===== config.mk =====
export PLATFORM = sky130hd
export DESIGN_NAME = modular_multiply_and_power_flat
export DESIGN_NICKNAME = d
export VERILOG_FILES = /design/src/hw/rtl/mmp_pkg.sv /design/src/hw/rtl/mmp_channels.sv /design/src/hw/rtl/modular_multiply_and_power.sv /design/src/hw/rtl/mmp_datapath.sv /design/src/flat_wrapper.sv
export SDC_FILE = /design/constraint.sdc
export NUM_CORES = 2
export LEC_CHECK = 0
export BUFFER_PORTS_ARGS = -buffer_cell sky130_fd_sc_hd__buf_2
export CORE_ASPECT_RATIO = 1.25
export CORE_MARGIN = 5
export CORE_UTILIZATION = 60
export CTS_CLUSTER_SIZE = 10
export DETAILED_ROUTE_END_ITERATION = 8
export PLACE_DENSITY = 0.8
export SYNTH_ARGS = -nofsm -noshare
export SYNTH_HDL_FRONTEND = slang
export SYNTH_SLANG_ARGS = --single-unit

===== constraint.sdc =====
create_clock -name clock -period 27 [get_ports clock]
set_input_delay 8.1 -clock clock [delete_from_list [all_inputs] [get_ports clock]]
set_output_delay 8.1 -clock clock [all_outputs]
set_load 0.02 [all_outputs]

===== src/hw/rtl/mmp_pkg.sv =====
package mmp_pkg;

   // Field widths of the request and response channels.
   localparam int unsigned OperandWidth       = 62;
   localparam int unsigned ResidueWidth       = 30;
   localparam int unsigned DefaultOperandBits = 62;

   // Datapath widths: one shared 32 x 32 multiplier, values below 2^60 to reduce.
   localparam int unsigned MulWidth     = 32;
   localparam int unsigned ProductWidth = 2 * MulWidth;
   localparam int unsigned ReduceWidth  = 2 * ResidueWidth;

   // Prime modulus and the constants derived from it.
   localparam logic [ResidueWidth-1:0] Modulus   = 30'd1000000007;
   localparam logic [MulWidth-1:0]     ModulusX2 = 32'd2000000014;
   // 2^30 mod p, used to fold the upper half of a wide operand.
   localparam logic [ResidueWidth-1:0] FoldConst = 30'd73741817;
   // Barrett factor floor(2^60 / p), worked out at elaboration.
   localparam logic [63:0] BarrettMuWide = (64'd1 << ReduceWidth) / 64'(Modulus);
   localparam logic [ResidueWidth:0]   BarrettMu = BarrettMuWide[ResidueWidth:0];

   // Operand selection for the shared multiplier.
   localparam logic [1:0] MulOperands = 2'd0;
   localparam logic [1:0] MulMu       = 2'd1;
   localparam logic [1:0] MulModulus  = 2'd2;

   // Load selection for the value under reduction.
   localparam logic [1:0] XHold    = 2'd0;
   localparam logic [1:0] XSeed    = 2'd1;
   localparam logic [1:0] XProduct = 2'd2;

   typedef struct packed {
      logic [1:0] mul_sel;
      logic [1:0] x_sel;
   } mmp_ctrl_type;

endpackage


===== src/hw/rtl/mmp_channels.sv =====
// Request channel: opcode and two operands.
interface mmp_req_if;
   import mmp_pkg::*;

   logic                    valid;
   logic                    ready;
   logic                    op;
   logic [OperandWidth-1:0] operand_a;
   logic [OperandWidth-1:0] operand_b;

   modport source (output valid, output op, output operand_a, output operand_b,
                   input ready);
   modport sink   (input valid, input op, input operand_a, input operand_b,
                   output ready);
endinterface

// Response channel: one residue per request.
interface mmp_rsp_if;
   import mmp_pkg::*;

   logic                    valid;
   logic                    ready;
   logic [ResidueWidth-1:0] residue;

   modport source (output valid, output residue, input ready);
   modport sink   (input valid, input residue, output ready);
endinterface


===== src/hw/rtl/modular_multiply_and_power.sv =====
// A multiply reduces both operands, forms their modular product and hands it over; a power
// reduces the base, squares once per exponent bit, multiplies per set bit and hands over.
// Each modular product uses the shared 32 x 32 multiplier thrice, plus transfer and fix-up.
// Only one request is in flight at a time;
// a new request is taken while a response waits, a finished one waits for the response slot.
// Reset (synchronous, active high) returns the sequencer to idle and drops the response.
module modular_multiply_and_power #(
   parameter int unsigned OPERAND_BITS = mmp_pkg::DefaultOperandBits
) (
   input logic        clock,
   input logic        reset,
   mmp_req_if.sink    req_bus,
   mmp_rsp_if.source  rsp_bus
);
   import mmp_pkg::*;

   localparam int unsigned IdxBits = (OPERAND_BITS > 1) ? $clog2(OPERAND_BITS) : 1;
   localparam logic [OperandWidth-1:0] OperandMask =
      (OperandWidth'(1) << OPERAND_BITS) - OperandWidth'(1);

   // Sequencer states.
   localparam logic [2:0] SIdle   = 3'd0;
   localparam logic [2:0] SMul    = 3'd1;
   localparam logic [2:0] SXfer   = 3'd2;
   localparam logic [2:0] SMu     = 3'd3;
   localparam logic [2:0] SQp     = 3'd4;
   localparam logic [2:0] SFix    = 3'd5;
   localparam logic [2:0] SFinish = 3'd6;

   // What the current reduction computes.
   localparam logic [2:0] PhAHigh = 3'd0;
   localparam logic [2:0] PhALow  = 3'd1;
   localparam logic [2:0] PhBHigh = 3'd2;
   localparam logic [2:0] PhBLow  = 3'd3;
   localparam logic [2:0] PhDone  = 3'd4;
   localparam logic [2:0] PhSq    = 3'd5;
   localparam logic [2:0] PhMulB  = 3'd6;

   logic [2:0]              state_ff, state_in;
   logic [2:0]              phase_ff, phase_in;
   logic                    op_ff, op_in;
   logic [OPERAND_BITS-1:0] exp_ff, exp_in;
   logic [IdxBits-1:0]      idx_ff, idx_in;
   logic [ResidueWidth-1:0] base_ff, base_in;
   logic [ResidueWidth-1:0] acc_ff, acc_in;
   logic [ResidueWidth-1:0] opu_ff, opu_in;
   logic [ResidueWidth-1:0] opv_ff, opv_in;
   logic [ResidueWidth-1:0] addend_ff, addend_in;
   logic                    rsp_valid_ff, rsp_valid_in;
   logic [ResidueWidth-1:0] rsp_residue_ff, rsp_residue_in;

   logic                    accept;
   logic [OperandWidth-1:0] a_masked;
   logic [OperandWidth-1:0] exp_wide;
   logic [ReduceWidth-1:0]  x_seed;
   logic [ResidueWidth-1:0] residue;
   mmp_ctrl_type            ctrl;

   assign req_bus.ready   = (state_ff == SIdle);
   assign accept          = req_bus.valid & req_bus.ready;
   assign a_masked        = req_bus.operand_a & OperandMask;
   assign exp_wide        = OperandWidth'(exp_ff);
   assign rsp_bus.valid   = rsp_valid_ff;
   assign rsp_bus.residue = rsp_residue_ff;

   mmp_datapath u_datapath (
      .clock   (clock),
      .ctrl    (ctrl),
      .x_seed  (x_seed),
      .opu     (opu_ff),
      .opv     (opv_ff),
      .addend  (addend_ff),
      .residue (residue)
   );

   // Sequencer and operand registers.
   always_comb begin
      state_in       = state_ff;
      phase_in       = phase_ff;
      op_in          = op_ff;
      exp_in         = exp_ff;
      idx_in         = idx_ff;
      base_in        = base_ff;
      acc_in         = acc_ff;
      opu_in         = opu_ff;
      opv_in         = opv_ff;
      addend_in      = addend_ff;
      rsp_valid_in   = rsp_valid_ff & ~rsp_bus.ready;
      rsp_residue_in = rsp_residue_ff;
      x_seed         = ReduceWidth'(a_masked[OperandWidth-1:ResidueWidth]);
      ctrl.mul_sel   = MulOperands;
      ctrl.x_sel     = XHold;

      unique case (state_ff)
         SIdle: begin
            // Start by reducing the upper part of the base; its lower part waits as addend.
            if (accept) begin
               op_in      = req_bus.op;
               exp_in     = req_bus.operand_b[OPERAND_BITS-1:0];
               addend_in  = a_masked[ResidueWidth-1:0];
               phase_in   = PhAHigh;
               ctrl.x_sel = XSeed;
               state_in   = SMu;
            end
         end
         SMul: begin
            ctrl.mul_sel = MulOperands;
            state_in     = SXfer;
         end
         SXfer: begin
            ctrl.x_sel = XProduct;
            state_in   = SMu;
         end
         SMu: begin
            ctrl.mul_sel = MulMu;
            state_in     = SQp;
         end
         SQp: begin
            ctrl.mul_sel = MulModulus;
            state_in     = SFix;
         end
         SFix: begin
            state_in = SMul;
            case (phase_ff) inside
               PhAHigh, PhBHigh: begin
                  // Fold the reduced upper half back in: hi * 2^30 + lo.
                  opu_in   = residue;
                  opv_in   = FoldConst;
                  phase_in = (phase_ff == PhAHigh) ? PhALow : PhBLow;
               end
               PhALow: begin
                  base_in = residue;
                  if (!op_ff) begin
                     x_seed     = ReduceWidth'(exp_wide[OperandWidth-1:ResidueWidth]);
                     ctrl.x_sel = XSeed;
                     addend_in  = exp_wide[ResidueWidth-1:0];
                     phase_in   = PhBHigh;
                     state_in   = SMu;
                  end else begin
                     // Power starts from one and squares once per exponent bit.
                     acc_in    = ResidueWidth'(1);
                     opu_in    = ResidueWidth'(1);
                     opv_in    = ResidueWidth'(1);
                     addend_in = '0;
                     idx_in    = IdxBits'(OPERAND_BITS - 1);
                     phase_in  = PhSq;
                  end
               end
               PhBLow: begin
                  opu_in    = base_ff;
                  opv_in    = residue;
                  addend_in = '0;
                  phase_in  = PhDone;
               end
               PhDone: begin
                  acc_in   = residue;
                  state_in = SFinish;
               end
               PhSq: begin
                  acc_in = residue;
                  if (exp_ff[idx_ff]) begin
                     opu_in   = residue;
                     opv_in   = base_ff;
                     phase_in = PhMulB;
                  end else if (idx_ff == '0) begin
                     state_in = SFinish;
                  end else begin
                     idx_in = idx_ff - IdxBits'(1);
                     opu_in = residue;
                     opv_in = residue;
                  end
               end
               default: begin
                  // Multiply by the base done; move to the next exponent bit.
                  acc_in = residue;
                  if (idx_ff == '0) begin
                     state_in = SFinish;
                  end else begin
                     idx_in   = idx_ff - IdxBits'(1);
                     opu_in   = residue;
                     opv_in   = residue;
                     phase_in = PhSq;
                  end
               end
            endcase
         end
         SFinish: begin
            // Hand the result to the response register once it is free.
            if (!rsp_valid_ff || rsp_bus.ready) begin
               rsp_valid_in   = 1'b1;
               rsp_residue_in = acc_ff;
               state_in       = SIdle;
            end
         end
         default: begin
            state_in = SIdle;
         end
      endcase
   end

   // Control state.
   always_ff @(posedge clock) begin
      if (reset) begin
         state_ff     <= SIdle;
         rsp_valid_ff <= 1'b0;
      end else begin
         state_ff     <= state_in;
         rsp_valid_ff <= rsp_valid_in;
      end
   end

   // Payload registers.
   always_ff @(posedge clock) begin
      phase_ff       <= phase_in;
      op_ff          <= op_in;
      exp_ff         <= exp_in;
      idx_ff         <= idx_in;
      base_ff        <= base_in;
      acc_ff         <= acc_in;
      opu_ff         <= opu_in;
      opv_ff         <= opv_in;
      addend_ff      <= addend_in;
      rsp_residue_ff <= rsp_residue_in;
   end

endmodule


===== src/hw/rtl/mmp_datapath.sv =====
module mmp_datapath (
   input  logic                              clock,
   input  mmp_pkg::mmp_ctrl_type             ctrl,
   input  logic [mmp_pkg::ReduceWidth-1:0]   x_seed,
   input  logic [mmp_pkg::ResidueWidth-1:0]  opu,
   input  logic [mmp_pkg::ResidueWidth-1:0]  opv,
   input  logic [mmp_pkg::ResidueWidth-1:0]  addend,
   output logic [mmp_pkg::ResidueWidth-1:0]  residue
);
   import mmp_pkg::*;

   logic [MulWidth-1:0]     mul_a;
   logic [MulWidth-1:0]     mul_b;
   logic [ProductWidth-1:0] prod_ff;
   logic [ProductWidth-1:0] prod_in;
   logic [ReduceWidth-1:0]  x_ff;
   logic [ReduceWidth-1:0]  x_in;
   logic [MulWidth-1:0]     diff;

   // Operand selection for the one shared multiplier.
   always_comb begin
      unique case (ctrl.mul_sel)
         MulMu: begin
            mul_a = {1'b0, x_ff[ReduceWidth-1:ResidueWidth-1]};
            mul_b = {1'b0, BarrettMu};
         end
         MulModulus: begin
            mul_a = {1'b0, prod_ff[2*ResidueWidth+1:ResidueWidth+1]};
            mul_b = {2'b00, Modulus};
         end
         default: begin
            mul_a = {2'b00, opu};
            mul_b = {2'b00, opv};
         end
      endcase
   end

   assign prod_in = mul_a * mul_b;

   // The value under reduction is seeded directly or taken from a product plus an addend.
   always_comb begin
      unique case (ctrl.x_sel)
         XSeed:    x_in = x_seed;
         XProduct: x_in = prod_ff[ReduceWidth-1:0] + ReduceWidth'(addend);
         default:  x_in = x_ff;
      endcase
   end

   always_ff @(posedge clock) begin
      prod_ff <= prod_in;
      x_ff    <= x_in;
   end

   // Barrett remainder x - q*p lies below 3p; at most one of two corrections applies.
   assign diff = x_ff[MulWidth-1:0] - prod_ff[MulWidth-1:0];

   always_comb begin
      if (diff >= ModulusX2) begin
         residue = ResidueWidth'(diff - ModulusX2);
      end else if (diff >= MulWidth'(Modulus)) begin
         residue = ResidueWidth'(diff - MulWidth'(Modulus));
      end else begin
         residue = ResidueWidth'(diff);
      end
   end

endmodule


===== src/flat_wrapper.sv =====
// flat-port wrapper written by rule: the top's interface ports become plain ports
module modular_multiply_and_power_flat import mmp_pkg::*;
#(
   parameter int unsigned OPERAND_BITS = mmp_pkg::DefaultOperandBits
)
  (clock, reset, req_bus_valid, req_bus_op, req_bus_operand_a, req_bus_operand_b, req_bus_ready, rsp_bus_valid, rsp_bus_residue, rsp_bus_ready);
  mmp_req_if req_bus_i ();
  mmp_rsp_if rsp_bus_i ();
  input logic clock;
  input logic reset;
  input wire logic [$bits(req_bus_i.valid)-1:0] req_bus_valid;
  input wire logic [$bits(req_bus_i.op)-1:0] req_bus_op;
  input wire logic [$bits(req_bus_i.operand_a)-1:0] req_bus_operand_a;
  input wire logic [$bits(req_bus_i.operand_b)-1:0] req_bus_operand_b;
  output wire logic [$bits(req_bus_i.ready)-1:0] req_bus_ready;
  output wire logic [$bits(rsp_bus_i.valid)-1:0] rsp_bus_valid;
  output wire logic [$bits(rsp_bus_i.residue)-1:0] rsp_bus_residue;
  input wire logic [$bits(rsp_bus_i.ready)-1:0] rsp_bus_ready;
  assign req_bus_i.valid = req_bus_valid;
  assign req_bus_i.op = req_bus_op;
  assign req_bus_i.operand_a = req_bus_operand_a;
  assign req_bus_i.operand_b = req_bus_operand_b;
  assign req_bus_ready = req_bus_i.ready;
  assign rsp_bus_valid = rsp_bus_i.valid;
  assign rsp_bus_residue = rsp_bus_i.residue;
  assign rsp_bus_i.ready = rsp_bus_ready;
  modular_multiply_and_power #(.OPERAND_BITS(OPERAND_BITS)) u_core (.clock(clock), .reset(reset), .req_bus(req_bus_i), .rsp_bus(rsp_bus_i));
endmodule

==> metrics.md <==
| Metric | Value |
|---|---|
| Status | complete, no violations |
| Die H | 335 um |
| Clock Latency Late Sink | 0.66 ns |
| Antenna violations before repair | 12 |
| Count of cell types in the netlist | 92 |
| Die area | 0.0903 mm2 |
| Final setup vio count | 0 |
| 1st-iter DRT viols | 4784 |
| Final Hold Viols | 0 |
| Cells after Synth | 5387 |
| Worst Tran Pin Value | 1.28 ns |
| Crit path buffers/inverters | 9 |
| Hold Path Class | reg2reg |
| Multi-input logic area | 0.0358 mm2 |
| Sink Count | 378 |
| Clock H-tree levels | 2 |
| Hold_buf cts | 0 |
| Number of buffer cells added on primary ports | 160 |
| Post-route DRC violation count | 0 |
| Area delta synth->final | 7.46% |
| Max Freq | 85.5 MHz |
| TritonCTS clock tree | done |
| Rel. slew slack | 14.1% |
| Initial cell density of the core | 60.2% |
| Yosys warns | 0 |
| Setup crit end kind | flip-flop |
| Netlist Area Pre-Place | 0.0506 mm2 |
| Vias in the first global route | 43900 |
| Synth area leaders | fa_1, edfxtp_1, ha_1, inv_1, nor2_1 |
| GRT Residual Overflow | 0 |
| Total track usage | 39.8% |
| Layout cell share with drive strength beyond 1 | 7.84% |
| Antenna viol nets, final | 0 |
| Critical path's largest stage delay | 0.95 ns |
| Commonest non-fill, non-tap cells in the layout | inv_1, fa_1, nor2_1 |
| First-pass iteration count of the detailed router | 7 |
| Count of flip-flops with a built-in enable after synthesis | 312 |
| CTS Buffer Depth | 3 |
| Unrepaired setup endpoints after global routing | no |
| Largest net degree at the start of global routing | 92 |
| Slew Viols, Final | 0 |
| Post-DR vias/cell | 6.35 |
| Register area | 0.0107 mm2 |
| CP max-delay cell | nor2_1 |
| Post-DP HPWL | 143000 um |
| Row count | 119 |
| Resize count post-CTS | 0 |
| Final min period | 11.69 ns |
| TritonCTS Buffers | 46 |
| Seq cells post-synth | 378 |
| Clock Pin Slew Worst Setup and Hold Paths | 0.06 ns |
| Top cell type by total area after synthesis | fa_1 |
| Post-synthesis sequential area ratio | 21.1% |
| Post-Route WL | 181000 um |
| Top delay family on crit path | adder cells |
| Data required, critical path | 27.52 ns |
| Core footprint | 0.0840 mm2 |
| CP Data Arrival Time | 12.21 ns |
| Wire per inst | 27.4 um |
| Ports | 161 |
| Clk_skew | 0.0726 ns |
| Global-route wire length before repair | 269000 um |
| Post-synth top area share | 33.2% |
| Tcrit/Tclk final | 43.3% |
| Critical Path Start Type | flip-flop |
| Clock root cell | clkbuf_16 |
| Final GP Congestion | 1.10 |
| Fill cells | 7035 |
| Ys flop type | edfxtp_1 |
| Mean post-synth cell area | 9.39 um2 |
| Post-CTS Setup Bufs | 0 |
| CP max FO | 91 |
| Routed via count | 42000 |
| Total of max-cap violations | 0 |
| Setup TNS | 0 ns |
| Post-layout nets | 6779 |
| Horiz. Die Dim | 270 um |
| Crit Path Category | reg2reg |
| Commonest non-fill, non-tap cell in the layout | inv_1 |
| Share of flip-flops with an asynchronous set or reset | 0% |
| Crit-path most repeated cell | fa_1 |
-- metrics by stage --
step                hold WS, ns  std cells  area [um2]  setup WS, ns  utilization, %
global route              0.430       6611       54300         14.84            64.7
finish                    0.418       6616       54400         15.31            64.7
CTS                       0.419       6611       54300         15.57            64.7
detailed placement        0.406       6531       52900         15.62            63.0
global placement          0.402       6531       52900         15.78            63.0
floorplan                 0.400       5391       50600         15.49               -
-- cells by family after synthesis --
logic type	Yosys count	share of synthesized area [%]
XOR/XNOR	155	2.68
adder cells (fa/ha/maj)	1160	41.1
buffers and inverters	1139	8.51
other	2	0.0148
multiplexers	59	1.67
AND/OR/NAND/NOR	1688	14.3
AO/OA/AOI/OAI	806	10.6
flip-flops	378	21.1
-- synth_stat cells, drive strengths merged, types with 52 or more instances --
cell and n:
clkbuf 213, a22o 54, edfxtp 312, dfxtp 66, a21oi 203, ha 321, inv 909, a21o 73
fa 839, xnor2 104, and2 52, nor2 689, nand2 635, o21ai 188
-- sequential cells by signal, indices dropped and copies added, names as in the netlist, 6 cells and up --
register,flops
u_core.opu_ff,30
u_core.exp_ff,62
u_core.rsp_bus.residue,30
u_core.addend_ff,30
u_core.u_datapath.x_ff,60
u_core.idx_ff,6
u_core.opv_ff,30
u_core.u_datapath.prod_ff,62
u_core.acc_ff,30
u_core.base_ff,30
-- layer usage --
layer	vias up	wire (um)	track usage (%)
li1	17600	-	-
met1	20600	58100	45.5
met2	2928	81600	63.8
met3	919	21800	10.6
met4	12	19300	31.6
met5	-	80	0
-- worst reg2reg max path: cells and delay by family, from the launching register on --
kind / cells / cell delay, ns
fa+ha+maj: 9 / 4.05
flops: 1 / 0.38
simple gates: 8 / 2.36
compound gates: 11 / 3.05
buf+inv: 9 / 1.73
-- path summary, 6_finish.rpt --
kind                                         from                                     to  slack (ns)  cells past startpoint
hold / removal     u_core.acc_ff[5]$_SDFFCE_PP0P_    u_core.rsp_bus.residue[5]$_DFFE_PP_        0.42                      0
setup / recovery  u_core.state_ff[1]$_SDFFE_PP0P_  u_core.u_datapath.prod_ff[59]$_DFF_P_       15.31                     37
setup reg to reg  u_core.state_ff[1]$_SDFFE_PP0P_  u_core.u_datapath.prod_ff[59]$_DFF_P_       15.31                     37
hold reg to reg    u_core.acc_ff[5]$_SDFFCE_PP0P_    u_core.rsp_bus.residue[5]$_DFFE_PP_        0.42                      0
-- cell type report --
class                   count  share of cell area (%)
clock inverters             8                   0.299
diodes                      5                  0.0230
flip-flops and latches    378                    19.7
repair buffers            281                    3.14
clock buffers              72                    2.32
well taps                1089                    2.51
inverters                 909                    6.28
multi-input cells        3874                    65.8
Power is left out: the tool's default activity adds up to more than one toggle a clock period on the data nets, which glitch-free logic cannot reach.
